==> src/rtl/core/fba_pkg.sv <==
// ----------------------------------------------------------------------------
// Block allocator package
// Shared sizes, request and policy codes, and the scan unit's control types.
// ----------------------------------------------------------------------------
package fba_pkg;

  localparam int MAX_BLOCKS = 16;
  localparam int SIZE_BITS  = 16;

  // Index width into the block table and a counter width that can hold the depth.
  localparam int IDX_W = (MAX_BLOCKS > 1) ? $clog2(MAX_BLOCKS) : 1;
  localparam int CNT_W = $clog2(MAX_BLOCKS + 1);

  // Fixed field widths of the channels.
  localparam int REQ_W      = 2;
  localparam int BLK_W      = 4;
  localparam int AMT_W      = 16;
  localparam int POL_W      = 2;
  localparam int BIU_W      = 5;
  localparam int CFG_IDX_W  = 1;
  localparam int CFG_DATA_W = 5;

  localparam logic [31:0] SIZE_MAX_32 = 32'((64'd1 << SIZE_BITS) - 64'd1);

  // Request codes.
  localparam logic [REQ_W-1:0] REQ_LOAD    = 2'd0;
  localparam logic [REQ_W-1:0] REQ_ALLOC   = 2'd1;
  localparam logic [REQ_W-1:0] REQ_RESTORE = 2'd2;

  // Fit policy codes; the unused code behaves as first fit.
  localparam logic [POL_W-1:0] POL_FIRST = 2'd0;
  localparam logic [POL_W-1:0] POL_BEST  = 2'd1;
  localparam logic [POL_W-1:0] POL_WORST = 2'd2;

  // Configuration register indexes.
  localparam logic [CFG_IDX_W-1:0] CFG_FIT_POLICY    = 1'b0;
  localparam logic [CFG_IDX_W-1:0] CFG_BLOCKS_IN_USE = 1'b1;

  typedef logic [SIZE_BITS-1:0] size_t;

  // One step of the search, from the sequencer to the pick unit.
  typedef struct packed {
    logic             clear;
    logic             step;
    logic [POL_W-1:0] policy;
    logic [IDX_W-1:0] idx;
    size_t            rem;
    logic [AMT_W-1:0] amount;
  } scan_ctl_t;

  // Running choice held by the pick unit.
  typedef struct packed {
    logic             found;
    logic [IDX_W-1:0] idx;
    size_t            rem;
  } pick_stat_t;

endpackage

==> src/rtl/core/fba_chan_if.sv <==
// ----------------------------------------------------------------------------
// Block allocator channels
// Valid/ready channels for requests, results and configuration writes.
// ----------------------------------------------------------------------------
interface fba_req_if;
  logic                        valid;
  logic                        ready;
  logic [fba_pkg::REQ_W-1:0]   req_type;
  logic [fba_pkg::BLK_W-1:0]   block_index;
  logic [fba_pkg::AMT_W-1:0]   amount;

  modport source (output valid, req_type, block_index, amount, input ready);
  modport sink   (input valid, req_type, block_index, amount, output ready);
endinterface

interface fba_rsp_if;
  logic                        valid;
  logic                        ready;
  logic                        granted;
  logic [fba_pkg::BLK_W-1:0]   chosen_block;
  logic [fba_pkg::AMT_W-1:0]   remaining_after;

  modport source (output valid, granted, chosen_block, remaining_after, input ready);
  modport sink   (input valid, granted, chosen_block, remaining_after, output ready);
endinterface

interface fba_cfg_if;
  logic                            valid;
  logic                            ready;
  logic [fba_pkg::CFG_IDX_W-1:0]   index;
  logic [fba_pkg::CFG_DATA_W-1:0]  data;

  modport source (output valid, index, data, input ready);
  modport sink   (input valid, index, data, output ready);
endinterface

==> src/rtl/core/fba_pick_unit.sv <==
// ----------------------------------------------------------------------------
// Block allocator pick unit
// Shared compare unit that keeps the block chosen by the fit policy during a scan.
// ----------------------------------------------------------------------------
module fba_pick_unit (
  input  logic                clk,
  input  logic                rst_n,
  input  fba_pkg::scan_ctl_t  ctl,
  output fba_pkg::pick_stat_t stat
);

  logic                      found_r;
  logic [fba_pkg::IDX_W-1:0] idx_r;
  fba_pkg::size_t            rem_r;
  logic                      fits;
  logic                      better;

  assign fits = 32'(ctl.rem) >= 32'(ctl.amount);

  // Strict compares keep the lower index on a tie.
  assign better = !found_r
               || ((ctl.policy == fba_pkg::POL_BEST)  && (ctl.rem < rem_r))
               || ((ctl.policy == fba_pkg::POL_WORST) && (ctl.rem > rem_r));

  always_ff @(posedge clk) begin
    if (!rst_n) begin
      found_r <= 1'b0;
    end else if (ctl.clear) begin
      found_r <= 1'b0;
    end else if (ctl.step && fits && better) begin
      found_r <= 1'b1;
    end
  end

  always_ff @(posedge clk) begin
    if (ctl.step && fits && better) begin
      idx_r <= ctl.idx;
      rem_r <= ctl.rem;
    end
  end

  assign stat.found = found_r;
  assign stat.idx   = idx_r;
  assign stat.rem   = rem_r;

endmodule

==> src/rtl/core/fit_policy_block_allocator_unit.sv <==
// ----------------------------------------------------------------------------
// Fit policy block allocator
// Fixed partition allocator with first, best and worst fit over a block table.
// ----------------------------------------------------------------------------
// Sequence: a load or an unused request goes straight to the output handover.
// An allocate searches limit blocks (limit = blocks searched) through the single
// compare unit, one block per cycle, then updates the chosen block; a zero limit
// refuses it at once. A restore walks the whole table. The input reopens once the
// result is handed to the output register, which waits out any output stall.
// Reset (rst_n low at a rising edge) clears both tables, sets first fit and 16.
// ----------------------------------------------------------------------------
module fit_policy_block_allocator_unit (
  input  logic       clk,
  input  logic       rst_n,
  fba_req_if.sink    in_ch,
  fba_rsp_if.source  out_ch,
  fba_cfg_if.sink    cfg_ch
);

  typedef enum logic [2:0] {
    S_IDLE,
    S_SCAN,
    S_UPDATE,
    S_RESTORE,
    S_OUT
  } state_t;

  state_t                      state_r;

  // Configuration registers.
  logic [fba_pkg::POL_W-1:0]   policy_r;
  logic [fba_pkg::BIU_W-1:0]   biu_r;

  // The item being worked on.
  logic [fba_pkg::AMT_W-1:0]   op_amt_r;
  logic [fba_pkg::CNT_W-1:0]   cnt_r;
  logic [fba_pkg::CNT_W-1:0]   limit_r;

  // Result waiting for the output register.
  logic                        res_granted_r;
  logic [fba_pkg::BLK_W-1:0]   res_blk_r;
  logic [fba_pkg::AMT_W-1:0]   res_rem_r;

  // Output register.
  logic                        out_valid_r;
  logic                        out_granted_r;
  logic [fba_pkg::BLK_W-1:0]   out_blk_r;
  logic [fba_pkg::AMT_W-1:0]   out_rem_r;

  // Block table: original and remaining sizes.
  fba_pkg::size_t              orig_r [fba_pkg::MAX_BLOCKS];
  fba_pkg::size_t              rem_r  [fba_pkg::MAX_BLOCKS];

  logic                        in_fire;
  logic [fba_pkg::IDX_W-1:0]   scan_idx;
  logic [fba_pkg::IDX_W-1:0]   load_idx;
  logic                        load_ok;
  fba_pkg::size_t              load_size;
  logic [fba_pkg::CNT_W-1:0]   limit;
  fba_pkg::size_t              new_rem;
  fba_pkg::scan_ctl_t          scan_ctl;
  fba_pkg::pick_stat_t         pick;

  assign in_ch.ready  = (state_r == S_IDLE);
  assign in_fire      = in_ch.valid && in_ch.ready;
  assign cfg_ch.ready = 1'b1;

  assign scan_idx = cnt_r[fba_pkg::IDX_W-1:0];
  assign load_idx = fba_pkg::IDX_W'(in_ch.block_index);
  assign load_ok  = 32'(in_ch.block_index) < 32'(fba_pkg::MAX_BLOCKS);

  // A load larger than the size range saturates to the largest size.
  assign load_size = (32'(in_ch.amount) > fba_pkg::SIZE_MAX_32)
                   ? fba_pkg::SIZE_BITS'(fba_pkg::SIZE_MAX_32)
                   : fba_pkg::SIZE_BITS'(in_ch.amount);

  // Search count is capped at the table depth.
  assign limit = (32'(biu_r) > 32'(fba_pkg::MAX_BLOCKS))
               ? fba_pkg::CNT_W'(fba_pkg::MAX_BLOCKS)
               : fba_pkg::CNT_W'(biu_r);

  // The chosen block always fits, so this never wraps.
  assign new_rem = pick.rem - fba_pkg::SIZE_BITS'(op_amt_r);

  // One table entry per cycle goes through the shared compare unit.
  assign scan_ctl.clear  = in_fire;
  assign scan_ctl.step   = (state_r == S_SCAN);
  assign scan_ctl.policy = policy_r;
  assign scan_ctl.idx    = scan_idx;
  assign scan_ctl.rem    = rem_r[scan_idx];
  assign scan_ctl.amount = op_amt_r;

  fba_pick_unit u_pick (
    .clk   (clk),
    .rst_n (rst_n),
    .ctl   (scan_ctl),
    .stat  (pick)
  );

  // Configuration writes are to arrive only while the block is idle; the block itself does not enforce this.
  always_ff @(posedge clk) begin
    if (!rst_n) begin
      policy_r <= fba_pkg::POL_FIRST;
      biu_r    <= fba_pkg::BIU_W'(16);
    end else if (cfg_ch.valid && cfg_ch.ready) begin
      case (cfg_ch.index)
        fba_pkg::CFG_FIT_POLICY:    policy_r <= cfg_ch.data[fba_pkg::POL_W-1:0];
        fba_pkg::CFG_BLOCKS_IN_USE: biu_r    <= cfg_ch.data[fba_pkg::BIU_W-1:0];
        default: ;
      endcase
    end
  end

  // Sequencer, block table and output register.
  always_ff @(posedge clk) begin
    if (!rst_n) begin
      state_r     <= S_IDLE;
      out_valid_r <= 1'b0;
      cnt_r       <= '0;
      limit_r     <= '0;
      for (int i = 0; i < fba_pkg::MAX_BLOCKS; i++) begin
        orig_r[i] <= '0;
        rem_r[i]  <= '0;
      end
    end else begin
      // In the handover state the output register is reloaded below instead.
      if (out_valid_r && out_ch.ready && (state_r != S_OUT)) begin
        out_valid_r <= 1'b0;
      end

      case (state_r)
        S_IDLE: begin
          if (in_fire) begin
            op_amt_r <= in_ch.amount;
            cnt_r    <= '0;
            limit_r  <= limit;
            // Only a load inside the table is granted right away.
            if ((in_ch.req_type == fba_pkg::REQ_LOAD) && load_ok) begin
              res_granted_r <= 1'b1;
              res_blk_r     <= in_ch.block_index;
              res_rem_r     <= fba_pkg::AMT_W'(load_size);
            end else begin
              res_granted_r <= 1'b0;
              res_blk_r     <= '0;
              res_rem_r     <= '0;
            end
            case (in_ch.req_type)
              fba_pkg::REQ_LOAD: begin
                // A load outside the table changes nothing and is not granted.
                if (load_ok) begin
                  orig_r[load_idx] <= load_size;
                  rem_r[load_idx]  <= load_size;
                end
                state_r <= S_OUT;
              end
              fba_pkg::REQ_ALLOC: begin
                // With nothing to search the request is simply refused.
                state_r <= (limit == '0) ? S_OUT : S_SCAN;
              end
              fba_pkg::REQ_RESTORE: begin
                state_r <= S_RESTORE;
              end
              default: begin
                state_r <= S_OUT;
              end
            endcase
          end
        end

        S_SCAN: begin
          cnt_r <= cnt_r + 1'b1;
          if (cnt_r + 1'b1 == limit_r) begin
            state_r <= S_UPDATE;
          end
        end

        S_UPDATE: begin
          if (pick.found) begin
            rem_r[pick.idx] <= new_rem;
            res_granted_r   <= 1'b1;
            res_blk_r       <= fba_pkg::BLK_W'(pick.idx);
            res_rem_r       <= fba_pkg::AMT_W'(new_rem);
          end
          state_r <= S_OUT;
        end

        S_RESTORE: begin
          rem_r[scan_idx] <= orig_r[scan_idx];
          cnt_r           <= cnt_r + 1'b1;
          if (cnt_r == fba_pkg::CNT_W'(fba_pkg::MAX_BLOCKS - 1)) begin
            state_r <= S_OUT;
          end
        end

        S_OUT: begin
          // Hand the result over once the output register is free or draining.
          if (!out_valid_r || out_ch.ready) begin
            out_valid_r   <= 1'b1;
            out_granted_r <= res_granted_r;
            out_blk_r     <= res_blk_r;
            out_rem_r     <= res_rem_r;
            state_r       <= S_IDLE;
          end
        end

        default: begin
          state_r <= S_IDLE;
        end
      endcase
    end
  end

  assign out_ch.valid           = out_valid_r;
  assign out_ch.granted         = out_granted_r;
  assign out_ch.chosen_block    = out_blk_r;
  assign out_ch.remaining_after = out_rem_r;

  // An accepted beat closes the input until its result is handed over.
  a_busy_after_accept: assert property (@(posedge clk) disable iff (!rst_n)
    in_fire |=> !in_ch.ready)
    else $error("input taken again right after an accepted beat");

  // The scan never walks past the search count.
  a_scan_in_range: assert property (@(posedge clk) disable iff (!rst_n)
    (state_r == S_SCAN) |-> (cnt_r < limit_r))
    else $error("scan index beyond search count");

  // A chosen block lies within the searched part of the table.
  a_pick_in_range: assert property (@(posedge clk) disable iff (!rst_n)
    (state_r == S_UPDATE && pick.found) |-> (fba_pkg::CNT_W'(pick.idx) < limit_r))
    else $error("chosen block outside the searched range");

  // A refused beat carries zero block and zero remainder.
  a_refused_zero: assert property (@(posedge clk) disable iff (!rst_n)
    (out_valid_r && !out_granted_r) |-> (out_blk_r == '0 && out_rem_r == '0))
    else $error("refused result with nonzero fields");

endmodule
==> src/flat_wrapper.sv <==
// flat-port wrapper written by rule: the top's interface ports become plain ports
module fit_policy_block_allocator_unit_flat 
  (clk, rst_n, in_ch_valid, in_ch_req_type, in_ch_block_index, in_ch_amount, in_ch_ready, out_ch_valid, out_ch_granted, out_ch_chosen_block, out_ch_remaining_after, out_ch_ready, cfg_ch_valid, cfg_ch_index, cfg_ch_data, cfg_ch_ready);
  fba_req_if in_ch_i ();
  fba_rsp_if out_ch_i ();
  fba_cfg_if cfg_ch_i ();
  input  logic clk;
  input  logic rst_n;
  input wire logic [$bits(in_ch_i.valid)-1:0] in_ch_valid;
  input wire logic [$bits(in_ch_i.req_type)-1:0] in_ch_req_type;
  input wire logic [$bits(in_ch_i.block_index)-1:0] in_ch_block_index;
  input wire logic [$bits(in_ch_i.amount)-1:0] in_ch_amount;
  output wire logic [$bits(in_ch_i.ready)-1:0] in_ch_ready;
  output wire logic [$bits(out_ch_i.valid)-1:0] out_ch_valid;
  output wire logic [$bits(out_ch_i.granted)-1:0] out_ch_granted;
  output wire logic [$bits(out_ch_i.chosen_block)-1:0] out_ch_chosen_block;
  output wire logic [$bits(out_ch_i.remaining_after)-1:0] out_ch_remaining_after;
  input wire logic [$bits(out_ch_i.ready)-1:0] out_ch_ready;
  input wire logic [$bits(cfg_ch_i.valid)-1:0] cfg_ch_valid;
  input wire logic [$bits(cfg_ch_i.index)-1:0] cfg_ch_index;
  input wire logic [$bits(cfg_ch_i.data)-1:0] cfg_ch_data;
  output wire logic [$bits(cfg_ch_i.ready)-1:0] cfg_ch_ready;
  assign in_ch_i.valid = in_ch_valid;
  assign in_ch_i.req_type = in_ch_req_type;
  assign in_ch_i.block_index = in_ch_block_index;
  assign in_ch_i.amount = in_ch_amount;
  assign in_ch_ready = in_ch_i.ready;
  assign out_ch_valid = out_ch_i.valid;
  assign out_ch_granted = out_ch_i.granted;
  assign out_ch_chosen_block = out_ch_i.chosen_block;
  assign out_ch_remaining_after = out_ch_i.remaining_after;
  assign out_ch_i.ready = out_ch_ready;
  assign cfg_ch_i.valid = cfg_ch_valid;
  assign cfg_ch_i.index = cfg_ch_index;
  assign cfg_ch_i.data = cfg_ch_data;
  assign cfg_ch_ready = cfg_ch_i.ready;
  fit_policy_block_allocator_unit u_core (.clk(clk), .rst_n(rst_n), .in_ch(in_ch_i), .out_ch(out_ch_i), .cfg_ch(cfg_ch_i));
endmodule
==> config.mk <==
export PLATFORM = sky130hd
export DESIGN_NAME = fit_policy_block_allocator_unit_flat
export DESIGN_NICKNAME = d
export VERILOG_FILES = /design/src/rtl/core/fba_pkg.sv /design/src/rtl/core/fba_chan_if.sv /design/src/rtl/core/fba_pick_unit.sv /design/src/rtl/core/fit_policy_block_allocator_unit.sv /design/src/flat_wrapper.sv
export SDC_FILE = /design/constraint.sdc
export NUM_CORES = 1
export LEC_CHECK = 0
export BUFFER_PORTS_ARGS = -buffer_cell sky130_fd_sc_hd__buf_2
export CAP_MARGIN = 20
export CORE_MARGIN = 1
export CORE_UTILIZATION = 25
export DETAILED_ROUTE_END_ITERATION = 16
export SLEW_MARGIN = 20
export SYNTH_ARGS = -nofsm -noshare
export SYNTH_HDL_FRONTEND = slang
export SYNTH_SLANG_ARGS = --single-unit
==> constraint.sdc <==
create_clock -name clk -period 8.9 [get_ports clk]
set_input_delay 0 -clock clk [delete_from_list [all_inputs] [get_ports clk]]
set_output_delay 0 -clock clk [all_outputs]
set_load 0.02 [all_outputs]
==> impl_metrics.toml <==
[cts]
cts_buffer_depth = 3
worstSkewPairLatency_ps = 640
post_cts_buffers = 0
numCtsBuffers = 67
cts-resized-gates = 0
path_clk_slew_ps = 60
cts_root_buffer = "clkbuf_16"
cts_max_level = 3
cts.sinks = 616
cts_tree = "built"

[job]
drv_cap = 0

[synthesis]
synth-seq-area-share_pct = 63.4
synth_area_per_cell_um2 = 14.2
synth_cell_types = 76
yosys.area.top_type_share_pct = 61.6
syn_nets = 2119
synth_ff_type = "edfxtp_1"
synth_largest_area_cell = "edfxtp_1"
synth_area_leaders = "edfxtp_1, mux4_2, and2_1"
yosys_register_bits = 616
synth-edff-count = 590
syn_inst = 2033
async_flop_share_pct = 0
netlist_area_um2 = 28800
yosys_warnings = 0

[timing]
rsz0062_at_grt = "no"
slew-limit-headroom_pct = 23.5
tightest_slew_ps = 1150
min_period_ps = 5320
setup_violations = 0
fin_ws_ps = 3580
period_share_pct = 59.7
slew_violations = 0
fmaxAchievable_mhz = 188
finalClockSkew_ps = 29.0
hold_violations = 0
tns_ps = 0

[drt]
wl_per_cell_um = 23.2
vias = 18100
avgViaCountPerCell = 4.90
dr.pass1.iters = 6
wirelength_um = 85600
drt-initial-drc-count = 2148
drc = 0
antenna_left = 0

[floorplanning]
die-area_um2 = 116000
die_height_um = 341
core_um2 = 114000
rows = 124
pin_count = 57
start_util_pct = 25.2
die_w_um = 341

[setup_path]
worstSetupEndpointType = "register"
cp.buffers_inverters = 2
slowest_delay_ps = 930
start_kind = "register"
crit_family = "compound AO/OA/AOI/OAI gates"
cp_slowest_cell = "dfxtp_4"
crit_top_cell = "mux4_2"
cp.arrival_ps = 5630
worstPathMaxFanout = 91
crit_chain = "buf_12 -> mux4_2 -> mux4_2 -> ha_1 -> a21oi_1 -> nand2_1 -> a21o_1 -> a2111oi_0 -> nand3b_1 -> a31oi_2 -> buf_4"
worstPathRequired_ps = 9210
worstSetupPathType = "reg -> reg"

[cells_and_area]
final_cell_mix = "edfxtp_1, nor2_1, and2_1"
final_cells = 3688
nets = 2208
final_common_cell = "edfxtp_1"
syn2layout_area_growth_pct = 16.1
drive_gt1_share_pct = 18.8

[pwr]
p_leak_nw = 11.6
ir_worst_vdd_v = 0.000207
p_per_area_nw_per_um2 = 222

[grt]
grtUsageTotal_pct = 14.6
grt_antenna_before_repair = 2
grt_overflow_total = 0
grt_max_degree = 92
first_global_vias = 17500
grt_pass1_wl_um = 123000

[placed_design]
dp_slack_ps = 3500
place_congestion = 0.898
dp_hpwl_um = 54000
io_buffers = 55
place_inst = 3522

[worst_hold_path]
hold_class = "in -> reg"

[outcome]
status = "completed"
## area by class of cell
cell class | count | area [um^2]
timing repair buffer | 167 | 1260
clock buffer | 82 | 1740
fill | 11500 | 80800
tap | 1512 | 1890
inverter | 43 | 161
multi-input combinational | 1227 | 9750
sequential | 616 | 18300
antenna | 1 | 2.50
clock inverter | 40 | 348
## final timing paths
kind / cells after the start / slack, ps / startpoint / end
max: 11 / 3580 / register / u_core.u_pick.rem_r[14]
min: 5 / 50 / in_ch_req_type[0] / u_core.state_r[2]
max reg2reg: 11 / 3580 / register / u_core.u_pick.rem_r[14]
min reg2reg: 0 / 420 / u_core.res_rem_r[15] / u_core.out_ch.remaining_after[15]
## metal layers
layer / wire (um) / track usage [%] / part of all wire [%]
met2: 40500 / 23.5 / 47
met4: 3030 / 5.79 / 3.5
met5: 17 / 0 / 0.020
met1: 35400 / 19.5 / 41
met3: 6600 / 2.26 / 7.7
## registers in the layout, summed over array words and instances, names as in the netlist, named ones only
register,flops
u_core.u_pick.found_r,1
u_core.op_amt_r,16
u_core.out_ch.remaining_after,16
u_core.res_granted_r,1
u_core.out_ch.granted,1
u_core.rem_r,256
u_core.out_ch.chosen_block,4
u_core.limit_r,5
u_core.policy_r,2
u_core.res_rem_r,16
u_core.u_pick.idx_r,4
u_core.cnt_r,5
u_core.res_blk_r,4
u_core.biu_r,5
u_core.state_r,3
u_core.u_pick.rem_r,16
u_core.out_ch.valid,1
u_core.orig_r,256
## power by group
group | total, W | switching (W) | internal, W
Clock | 0.00271 | 0.00120 | 0.00150
Combinational | 0.00123 | 0.000750 | 0.000482
Sequential | 0.00347 | 0.000115 | 0.00335
Total | 0.00740 | 0.00207 | 0.00534
## Yosys cell counts, types with 4 or more instances
master,number
xnor2_1,4
dfxtp_1,26
nand2_1,99
o22ai_1,49
nor2_1,271
buf_1,4
inv_1,43
nand2b_1,18
a21o_1,13
nor4_1,5
o221a_2,4
xor2_1,12
ha_1,52
o21a_1,5
o211ai_1,6
o21ai_0,39
edfxtp_1,590
nor2b_1,7
nand3_1,44
clkbuf_1,93
buf_2,38
mux2i_1,20
nand3b_1,4
or3_1,6
o21ai_1,4
nand4_1,10
mux2_2,8
nor3b_1,8
a31oi_1,5
and3_1,4
a21oi_1,47
a211oi_1,8
mux4_2,143
and2_1,242
nor3_1,27
buf_4,9
## kinds of logic after synthesis
logic type	share of synthesized area, %
compound gates	5.36
xor+xnor	0.487
fa+ha+maj	2.33
buf+inv	2.84
flops	63.4
mux	12.2
other cells	0.0130
simple gates	13.4
## per-stage QoR
| step | utilization, % | hold slack [ps] | area [um^2] | total power (W) |
|---|---|---|---|---|
| after CTS | 29.2 | 20.5 | 33400 | 0.00745 |
| final | 29.3 | 46.3 | 33400 | 0.00740 |
| after global placement | 27.0 | 259 | 30800 | 0.00473 |
| after detailed placement | 27.0 | 258 | 30900 | 0.00474 |
| after global routing | 29.2 | 127 | 33400 | 0.00765 |
| after floorplan | - | 98.9 | 28800 | 0.00432 |
## timing repair
item	in CTS	in global routing
setup endpoints to repair	0	0
hold endpoints to repair	281	0
hold buffers	41	0
## tightest hold or removal path, delay by kind of cell
family | cells | cell delay (ps)
AO/OA/AOI/OAI | 3 | 350
adder cells (fa/ha/maj) | 1 | 160
buffers and inverters | 1 | 100
(Power assumes the default switching activity.)
